**src/rtl/core/aes_pkg.sv**
```systemverilog
// AES-256 core package: S-box, inverse S-box and GF(2^8) helpers.
// No dependencies; used by every module of the core.
package aes_pkg;

   localparam int NumRounds = 14;
   localparam int NumKeyRegs = 4;

   localparam logic [1:0] CSR_KEY0 = 2'd0;
   localparam logic [1:0] CSR_KEY1 = 2'd1;
   localparam logic [1:0] CSR_KEY2 = 2'd2;
   localparam logic [1:0] CSR_KEY3 = 2'd3;

   localparam logic REQ_ENC = 1'b0;
   localparam logic REQ_DEC = 1'b1;

   typedef logic [127:0] block_type;

   typedef struct packed {
      logic load;     // load input block with initial key add
      logic round;    // perform one round
      logic last;     // round is the final one (no mix)
      logic dec;      // decrypt direction
      logic [3:0] rk_idx;
   } dp_cmd_type;

   typedef struct packed {
      logic key_start;
      logic key_busy;
   } key_stat_type;

   localparam logic [7:0] SBOX [256] = '{
      8'h63,8'h7c,8'h77,8'h7b,8'hf2,8'h6b,8'h6f,8'hc5,8'h30,8'h01,8'h67,8'h2b,8'hfe,8'hd7,8'hab,8'h76,
      8'hca,8'h82,8'hc9,8'h7d,8'hfa,8'h59,8'h47,8'hf0,8'had,8'hd4,8'ha2,8'haf,8'h9c,8'ha4,8'h72,8'hc0,
      8'hb7,8'hfd,8'h93,8'h26,8'h36,8'h3f,8'hf7,8'hcc,8'h34,8'ha5,8'he5,8'hf1,8'h71,8'hd8,8'h31,8'h15,
      8'h04,8'hc7,8'h23,8'hc3,8'h18,8'h96,8'h05,8'h9a,8'h07,8'h12,8'h80,8'he2,8'heb,8'h27,8'hb2,8'h75,
      8'h09,8'h83,8'h2c,8'h1a,8'h1b,8'h6e,8'h5a,8'ha0,8'h52,8'h3b,8'hd6,8'hb3,8'h29,8'he3,8'h2f,8'h84,
      8'h53,8'hd1,8'h00,8'hed,8'h20,8'hfc,8'hb1,8'h5b,8'h6a,8'hcb,8'hbe,8'h39,8'h4a,8'h4c,8'h58,8'hcf,
      8'hd0,8'hef,8'haa,8'hfb,8'h43,8'h4d,8'h33,8'h85,8'h45,8'hf9,8'h02,8'h7f,8'h50,8'h3c,8'h9f,8'ha8,
      8'h51,8'ha3,8'h40,8'h8f,8'h92,8'h9d,8'h38,8'hf5,8'hbc,8'hb6,8'hda,8'h21,8'h10,8'hff,8'hf3,8'hd2,
      8'hcd,8'h0c,8'h13,8'hec,8'h5f,8'h97,8'h44,8'h17,8'hc4,8'ha7,8'h7e,8'h3d,8'h64,8'h5d,8'h19,8'h73,
      8'h60,8'h81,8'h4f,8'hdc,8'h22,8'h2a,8'h90,8'h88,8'h46,8'hee,8'hb8,8'h14,8'hde,8'h5e,8'h0b,8'hdb,
      8'he0,8'h32,8'h3a,8'h0a,8'h49,8'h06,8'h24,8'h5c,8'hc2,8'hd3,8'hac,8'h62,8'h91,8'h95,8'he4,8'h79,
      8'he7,8'hc8,8'h37,8'h6d,8'h8d,8'hd5,8'h4e,8'ha9,8'h6c,8'h56,8'hf4,8'hea,8'h65,8'h7a,8'hae,8'h08,
      8'hba,8'h78,8'h25,8'h2e,8'h1c,8'ha6,8'hb4,8'hc6,8'he8,8'hdd,8'h74,8'h1f,8'h4b,8'hbd,8'h8b,8'h8a,
      8'h70,8'h3e,8'hb5,8'h66,8'h48,8'h03,8'hf6,8'h0e,8'h61,8'h35,8'h57,8'hb9,8'h86,8'hc1,8'h1d,8'h9e,
      8'he1,8'hf8,8'h98,8'h11,8'h69,8'hd9,8'h8e,8'h94,8'h9b,8'h1e,8'h87,8'he9,8'hce,8'h55,8'h28,8'hdf,
      8'h8c,8'ha1,8'h89,8'h0d,8'hbf,8'he6,8'h42,8'h68,8'h41,8'h99,8'h2d,8'h0f,8'hb0,8'h54,8'hbb,8'h16
   };

   localparam logic [7:0] INV_SBOX [256] = '{
      8'h52,8'h09,8'h6a,8'hd5,8'h30,8'h36,8'ha5,8'h38,8'hbf,8'h40,8'ha3,8'h9e,8'h81,8'hf3,8'hd7,8'hfb,
      8'h7c,8'he3,8'h39,8'h82,8'h9b,8'h2f,8'hff,8'h87,8'h34,8'h8e,8'h43,8'h44,8'hc4,8'hde,8'he9,8'hcb,
      8'h54,8'h7b,8'h94,8'h32,8'ha6,8'hc2,8'h23,8'h3d,8'hee,8'h4c,8'h95,8'h0b,8'h42,8'hfa,8'hc3,8'h4e,
      8'h08,8'h2e,8'ha1,8'h66,8'h28,8'hd9,8'h24,8'hb2,8'h76,8'h5b,8'ha2,8'h49,8'h6d,8'h8b,8'hd1,8'h25,
      8'h72,8'hf8,8'hf6,8'h64,8'h86,8'h68,8'h98,8'h16,8'hd4,8'ha4,8'h5c,8'hcc,8'h5d,8'h65,8'hb6,8'h92,
      8'h6c,8'h70,8'h48,8'h50,8'hfd,8'hed,8'hb9,8'hda,8'h5e,8'h15,8'h46,8'h57,8'ha7,8'h8d,8'h9d,8'h84,
      8'h90,8'hd8,8'hab,8'h00,8'h8c,8'hbc,8'hd3,8'h0a,8'hf7,8'he4,8'h58,8'h05,8'hb8,8'hb3,8'h45,8'h06,
      8'hd0,8'h2c,8'h1e,8'h8f,8'hca,8'h3f,8'h0f,8'h02,8'hc1,8'haf,8'hbd,8'h03,8'h01,8'h13,8'h8a,8'h6b,
      8'h3a,8'h91,8'h11,8'h41,8'h4f,8'h67,8'hdc,8'hea,8'h97,8'hf2,8'hcf,8'hce,8'hf0,8'hb4,8'he6,8'h73,
      8'h96,8'hac,8'h74,8'h22,8'he7,8'had,8'h35,8'h85,8'he2,8'hf9,8'h37,8'he8,8'h1c,8'h75,8'hdf,8'h6e,
      8'h47,8'hf1,8'h1a,8'h71,8'h1d,8'h29,8'hc5,8'h89,8'h6f,8'hb7,8'h62,8'h0e,8'haa,8'h18,8'hbe,8'h1b,
      8'hfc,8'h56,8'h3e,8'h4b,8'hc6,8'hd2,8'h79,8'h20,8'h9a,8'hdb,8'hc0,8'hfe,8'h78,8'hcd,8'h5a,8'hf4,
      8'h1f,8'hdd,8'ha8,8'h33,8'h88,8'h07,8'hc7,8'h31,8'hb1,8'h12,8'h10,8'h59,8'h27,8'h80,8'hec,8'h5f,
      8'h60,8'h51,8'h7f,8'ha9,8'h19,8'hb5,8'h4a,8'h0d,8'h2d,8'he5,8'h7a,8'h9f,8'h93,8'hc9,8'h9c,8'hef,
      8'ha0,8'he0,8'h3b,8'h4d,8'hae,8'h2a,8'hf5,8'hb0,8'hc8,8'heb,8'hbb,8'h3c,8'h83,8'h53,8'h99,8'h61,
      8'h17,8'h2b,8'h04,8'h7e,8'hba,8'h77,8'hd6,8'h26,8'he1,8'h69,8'h14,8'h63,8'h55,8'h21,8'h0c,8'h7d
   };

   function automatic logic [7:0] xtime(input logic [7:0] b);
      return {b[6:0], 1'b0} ^ (b[7] ? 8'h1b : 8'h00);
   endfunction

   function automatic block_type sub_shift(input block_type s);
      block_type t;
      for (int c = 0; c < 4; c++) begin
         for (int r = 0; r < 4; r++) begin
            t[8*(r+4*c) +: 8] = SBOX[s[8*(r+4*((c+r)%4)) +: 8]];
         end
      end
      return t;
   endfunction

   function automatic block_type inv_sub_shift(input block_type s);
      block_type t;
      for (int c = 0; c < 4; c++) begin
         for (int r = 0; r < 4; r++) begin
            t[8*(r+4*c) +: 8] = INV_SBOX[s[8*(r+4*((c+4-r)%4)) +: 8]];
         end
      end
      return t;
   endfunction

   function automatic block_type mix_columns(input block_type s);
      block_type t;
      logic [7:0] a0, a1, a2, a3, all;
      for (int c = 0; c < 4; c++) begin
         a0 = s[32*c +: 8];
         a1 = s[32*c+8 +: 8];
         a2 = s[32*c+16 +: 8];
         a3 = s[32*c+24 +: 8];
         all = a0 ^ a1 ^ a2 ^ a3;
         t[32*c +: 8]    = a0 ^ all ^ xtime(a0 ^ a1);
         t[32*c+8 +: 8]  = a1 ^ all ^ xtime(a1 ^ a2);
         t[32*c+16 +: 8] = a2 ^ all ^ xtime(a2 ^ a3);
         t[32*c+24 +: 8] = a3 ^ all ^ xtime(a3 ^ a0);
      end
      return t;
   endfunction

   // InvMixColumns as a pre-step (x4 terms) followed by the forward mix
   function automatic block_type inv_mix_columns(input block_type s);
      block_type u;
      logic [7:0] a0, a1, a2, a3, e, o;
      for (int c = 0; c < 4; c++) begin
         a0 = s[32*c +: 8];
         a1 = s[32*c+8 +: 8];
         a2 = s[32*c+16 +: 8];
         a3 = s[32*c+24 +: 8];
         e = xtime(xtime(a0 ^ a2));
         o = xtime(xtime(a1 ^ a3));
         u[32*c +: 8]    = a0 ^ e;
         u[32*c+8 +: 8]  = a1 ^ o;
         u[32*c+16 +: 8] = a2 ^ e;
         u[32*c+24 +: 8] = a3 ^ o;
      end
      return mix_columns(u);
   endfunction

endpackage

```
**src/rtl/core/aes_ctrl.sv**
```systemverilog
// Round sequencer: handshakes, round counter and round key selection.
// Depends on aes_pkg.
module aes_ctrl (
   input  logic                  clock,
   input  logic                  reset,
   input  logic                  req_valid,
   input  logic                  req_type,
   output logic                  req_ready,
   output logic                  rsp_valid,
   input  logic                  rsp_ready,
   input  aes_pkg::key_stat_type kstat,
   output aes_pkg::dp_cmd_type   cmd
);
   localparam logic [1:0] ST_IDLE = 2'd0;
   localparam logic [1:0] ST_RUN  = 2'd1;
   localparam logic [1:0] ST_DONE = 2'd2;

   logic [1:0] st_ff, st_in;
   logic [3:0] rnd_ff, rnd_in;
   logic       dec_ff, dec_in;
   logic       acc;

   assign req_ready = (st_ff == ST_IDLE) && !kstat.key_busy && !kstat.key_start;
   assign acc = req_valid && req_ready;
   assign rsp_valid = (st_ff == ST_DONE);

   always_comb begin
      st_in = st_ff;
      rnd_in = rnd_ff;
      dec_in = dec_ff;
      cmd = '0;
      unique case (st_ff)
         ST_IDLE: begin
            cmd.dec = req_type;
            cmd.rk_idx = (req_type == aes_pkg::REQ_DEC) ? 4'd14 : 4'd0;
            if (acc) begin
               cmd.load = 1'b1;
               st_in = ST_RUN;
               rnd_in = 4'd1;
               dec_in = req_type;
            end
         end
         ST_RUN: begin
            cmd.round = 1'b1;
            cmd.dec = dec_ff;
            cmd.last = (rnd_ff == 4'd14);
            cmd.rk_idx = dec_ff ? 4'd14 - rnd_ff : rnd_ff;
            rnd_in = rnd_ff + 4'd1;
            if (rnd_ff == 4'd14) st_in = ST_DONE;
         end
         ST_DONE: begin
            if (rsp_ready) st_in = ST_IDLE;
         end
         default: st_in = ST_IDLE;
      endcase
   end

   always_ff @(posedge clock) begin
      if (reset) begin
         st_ff  <= ST_IDLE;
         rnd_ff <= 4'd0;
         dec_ff <= 1'b0;
      end else begin
         st_ff  <= st_in;
         rnd_ff <= rnd_in;
         dec_ff <= dec_in;
      end
   end
endmodule

```
**config.mk**
```make
export PLATFORM = sky130hd
export DESIGN_NAME = aes_ctrl
export DESIGN_NICKNAME = d
export VERILOG_FILES = /design/src/rtl/core/aes_pkg.sv /design/src/rtl/core/aes_ctrl.sv
export SDC_FILE = /design/constraint.sdc
export NUM_CORES = 1
export LEC_CHECK = 0
export ABC_AREA = 1
export BUFFER_PORTS_ARGS = -buffer_cell sky130_fd_sc_hd__buf_4
export CAP_MARGIN = 10
export CORE_AREA = 2 2 39 41
export DETAILED_ROUTE_END_ITERATION = 8
export DIE_AREA = 0 0 41 43
export PLACE_DENSITY = 0.64
export REMOVE_ABC_BUFFERS = 1
export SYNTH_ARGS = -nofsm -noshare
export SYNTH_HDL_FRONTEND = slang
export SYNTH_SLANG_ARGS = --single-unit
```
**constraint.sdc**
```tcl
create_clock -name clock -period 1.36 [get_ports clock]
set_clock_uncertainty 0.15 [all_clocks]
set_input_delay 0.068 -clock clock [delete_from_list [all_inputs] [get_ports clock]]
set_output_delay 0.068 -clock clock [all_outputs]
set_load 0.02 [all_outputs]
```
-- Yosys cells after proc, flatten, opt, wreduce, memory -nomap -nowiden
Cells that the tools add are included.
- input bits: 7
- logic and storage cells: 33
- register bits after elaboration: 7
- output and inout port bits: 10
- reduce and logical (&&, ||, !) cells: 10
- mux-type cells: 12
- add/subtract/negate cells: 2
- equal/unequal tests: 6
- operators with widths (kind ; number):
    two-way mux 4 bit ; 3
    one-hot mux 5 bit (2 select lines) ; 1
    two-way mux 2 bit ; 4
    one-hot mux 4 bit (2 select lines) ; 1
    one-hot mux 2 bit (3 select lines) ; 1
    adder 4 x 1 -> 4 bit (second input constant) ; 1
    equality test 4 bit (second input constant) ; 1
    inequality test 2 bit (second input constant) ; 2
    AND reduction 2 bit ; 2
    subtractor 4 bit (first input constant) ; 1
    logical AND 1 bit ; 3
    AND reduction 3 bit ; 1
    equality test 2 x 1 -> 1 bit (second input constant) ; 1
    equality test 2 bit (second input constant) ; 1
    zero test 1 bit ; 2
    zero test 2 bit ; 1
    two-way mux 1 bit ; 2
    inequality test 2 x 1 -> 1 bit (second input constant) ; 1
    nonzero test 2 bit ; 1

-- Longest topological paths before layout
- depth after elaboration: 6
- depth in mapped cells: 6

-- Worst setup path before layout
No wires, ideal clock.
- path type: reg2out
- from: reg rnd_ff[0]
- to: out cmd[1] in the netlist's numbering
- path buffers: 0
- arrival time: 1.231 ns
- stages on the path, launching flop included: 5
- path slack: -0.089 ns
- cell sequence: dfxtp_1 > inv_1 > ha_1 > nor2_1 > o21ai_0
- RTL lines (what ; RTL line ; RTL):
    start, declared ; aes_ctrl.sv:19 ; logic [3:0] rnd_ff, rnd_in;
    start signal, assigned ; aes_ctrl.sv:65 ; rnd_ff <= rnd_in;
    end, declared ; aes_ctrl.sv:12 ; output aes_pkg::dp_cmd_type cmd

==> out/qor.csv <==
stage;metric;value;unit
min_path;hold path depth;3;
detailed_routing;Total Wirelength;1350;um
setup_path;slowest CP cell;dfxtp_4;
detailed_routing;Via density;4.88;
setup_path;Worst EP required;1140;ps
floorplan;die area;1760;um^2
floorplan;core area;1380;um^2
logic_synthesis;FF+latch count, synth;7;
floorplan;Row Count;14;
pwr;Clk pwr share;0.358;
logic_synthesis;Yosys cell types;18;
floorplan;Die Ht;43;um
cts;CTS Buffer Depth;2;
grt;initial antenna violation count;0;
sta;Worst-Margin Slew;235;ps
sta;fin crit share;1.10;
setup_path;crit-path max cell delay;370;ps
detailed_routing;Residual DRC;0;
logic_synthesis;Synth area leader;dfxtp_1;
place;post-place setup slack;27.9;ps
sta;Slew headroom;0.843;
run_status;status;finished with violations;
logic_synthesis;syn avg cell area;6.71;um^2
detailed_routing;via count;542;
setup_path;critical path arrival;1280;ps
grt;largest net degree at the start of global routing;8;
place;post-detail-place hpwl;800;um
setup_path;Worst setup SP type;flip-flop;
floorplan;Initial Utilization;0.310;
finish;ANT cells;0;
cts;CTS clk-pin slew, worst paths;60;ps
detailed_routing;initial detailed-routing violation count;11;
cts;CTS tree;built;
sta;setup violators final;8;
sta;max frequency;667;MHz
flow_run;max cap viols;0;
finish;nets;105;
detailed_routing;WL/cell;12.1;um
sta;fin worst setup slack;-138;ps
logic_synthesis;Synth Warn #;0;
pwr;switching portion of total power;0.299;
min_path;Hold Path Origin;req_valid;
logic_synthesis;top cells by area, synth;dfxtp_1 (33%), nand3_1 (12%), nand2_1 (8.7%);
detailed_routing;Final ANT Viol Nets;0;
cts;H-Tree Depth;1;
sta;Pins Over Slew Limit;0;
pwr;total power;0.560;mW
sta;RSZ-0062 raised after global routing;yes;
logic_synthesis;top-area cell type share of the netlist area;0.327;
finish;P&R area growth vs syn;83.1;%
sta;Setup TNS;-565;ps
cts;Inserted Clock Buffers;3;
setup_path;CP Capture Type;primary output;
pwr;Net Sw Power;0.168;mW
setup_path;Register-to-Register Path Depth;6;
floorplan;IO Pins;17;
min_path;Min-Delay Path Class;input port to flip-flop;
cts;clk sinks;7;
setup_path;crit path kind;flip-flop to primary output;
finish;ratio of cells with drive above 1 in the final layout;0.516;
grt;first-pass GRT wire length;2010;um
sta;crit path time final;1500;ps
setup_path;Worst Setup SP;rnd_ff[1];
logic_synthesis;Syn Inst Count;64;
cts;worst-skew pair later-pin latency;260;ps
place;GPL Wtd Cong;0.868;
place;number of port buffers;16;
setup_path;Critical Path, Cell by Cell;ha_4 -> xor2_2 -> a21o_1 -> nand2_1 -> buf_6;
pwr;Peak VDD IR;585;uV
setup_path;worst r2r src;st_ff[0];
pwr;Reg power frac;0.391;
logic_synthesis;Synth Cell Area;429;um^2
logic_synthesis;Seq/Total Area, Yosys;0.327;
cts;Clock Tree Root;clkbuf_4;
pwr;LEAKAGE;0.350;nW
sta;endpoints failing hold;0;
grt;total gr overflow;0;
pwr;Comb pwr share;0.250;
grt;Total Routing Usage GR;0.163;
setup_path;Max FO, Critical Path;4;
pwr;Internal Power;0.393;mW
detailed_routing;TritonRoute pass-1 iters;4;
pwr;PwrDens;713;nW/um^2
grt;vias in the first global route;501;
run_status;failing checks;setup timing;
floorplan;Die X;41;um
==> cell usage in the layout, fill, tap and decap left out, drive strengths merged <==
cell type	instances
buf	25
nand3	10
a21o	1
nand4	1
nor2	8
inv	10
nor3	1
dlygate4sd3	3
a21oi	6
o21ai	4
dfxtp	7
nand2	10
or2	1
nor4	1
ha	2
clkbuf	4
xor2	1
==> worst paths after layout <==
kind / slack (ps) / endpoint
worst min-delay path: 20 / st_ff[0]
worst max-delay path: -140 / cmd[2]
worst max register to register: 50 / rnd_ff[1]
worst min register to register: 370 / rnd_ff[3]
==> metrics by stage <==
step / cell area (um^2) / hold slack, ps / instances / util
after floorplan: 422 / -19.6 / 63 / -
final: 786 / 16.1 / 111 / 0.568
after global placement: 577 / 145 / 97 / 0.417
after detailed placement: 577 / 144 / 97 / 0.417
after global routing: 786 / 28.9 / 111 / 0.568
after CTS: 737 / 13.8 / 109 / 0.533
==> synth_stat cells, drive strengths merged <==
master and count:
buf 1, nor3 1, a21o 1, or2 1, nand4 1, nor2 8, o21ai 4, nor4 1
xor2 1, nand2 10, ha 2, a21oi 6, inv 10, nand3 10, dfxtp 7
==> layer usage <==
metal | up-vias | global-route usage | part of all wire
met5 | - | 0 | 0
met4 | 0 | 0.0600 | 0.018
met3 | 2 | 0.0157 | 0.045
met2 | 21 | 0.284 | 0.53
met1 | 243 | 0.190 | 0.40
li1 | 276 | - | -
==> power by group through the flow <==
stage                     registers (mW)  clock network [mW]  logic [mW]
after detailed placement           0.223                   0       0.101
after global routing               0.220               0.217       0.153
final                              0.219               0.201       0.140
after CTS                          0.217               0.204       0.131
after floorplan                    0.222                   0      0.0517
after global placement             0.223                   0       0.100
==> critical path, delay by kind of cell (launching register included) <==
| kind | cells | cell delay [ps] |
|---|---|---|
| buffers and inverters | 1 | 110 |
| AO/OA/AOI/OAI | 1 | 160 |
| AND/OR/NAND/NOR | 1 | 60 |
| adder cells (fa/ha/maj) | 1 | 160 |
| XOR/XNOR | 1 | 150 |
| flip-flops | 1 | 370 |
==> registers in the layout, summed over array words and instances (netlist names) <==
signal  flops
st_ff       2
rnd_ff      4
dec_ff      1
==> kinds of logic after synthesis <==
| logic type | count (synthesis) | share of synthesized area |
|---|---|---|
| flops | 7 | 0.327 |
| fa+ha+maj | 2 | 0.0583 |
| simple gates | 32 | 0.347 |
| buf+inv | 11 | 0.105 |
| compound gates | 11 | 0.143 |
| xor+xnor | 1 | 0.0204 |
==> timing repair <==
action	CTS	global route
hold buffers	3	0
hold endpoints to repair	7	0
pin swaps	8	5
endpoints found under the setup margin	7	9
resized for setup	20	8
buffers inserted	5	2
==> layout make-up <==
cell class                      count  area [um^2]
Multi-Input combinational cell     46          309
Tap cell                           16         20.0
Sequential cell                     7          154
Clock buffer                        4         26.3
Fill cell                         132          598
Timing Repair Buffer               28          236
Inverter                           10         40.0
(Power assumes the default switching activity.)
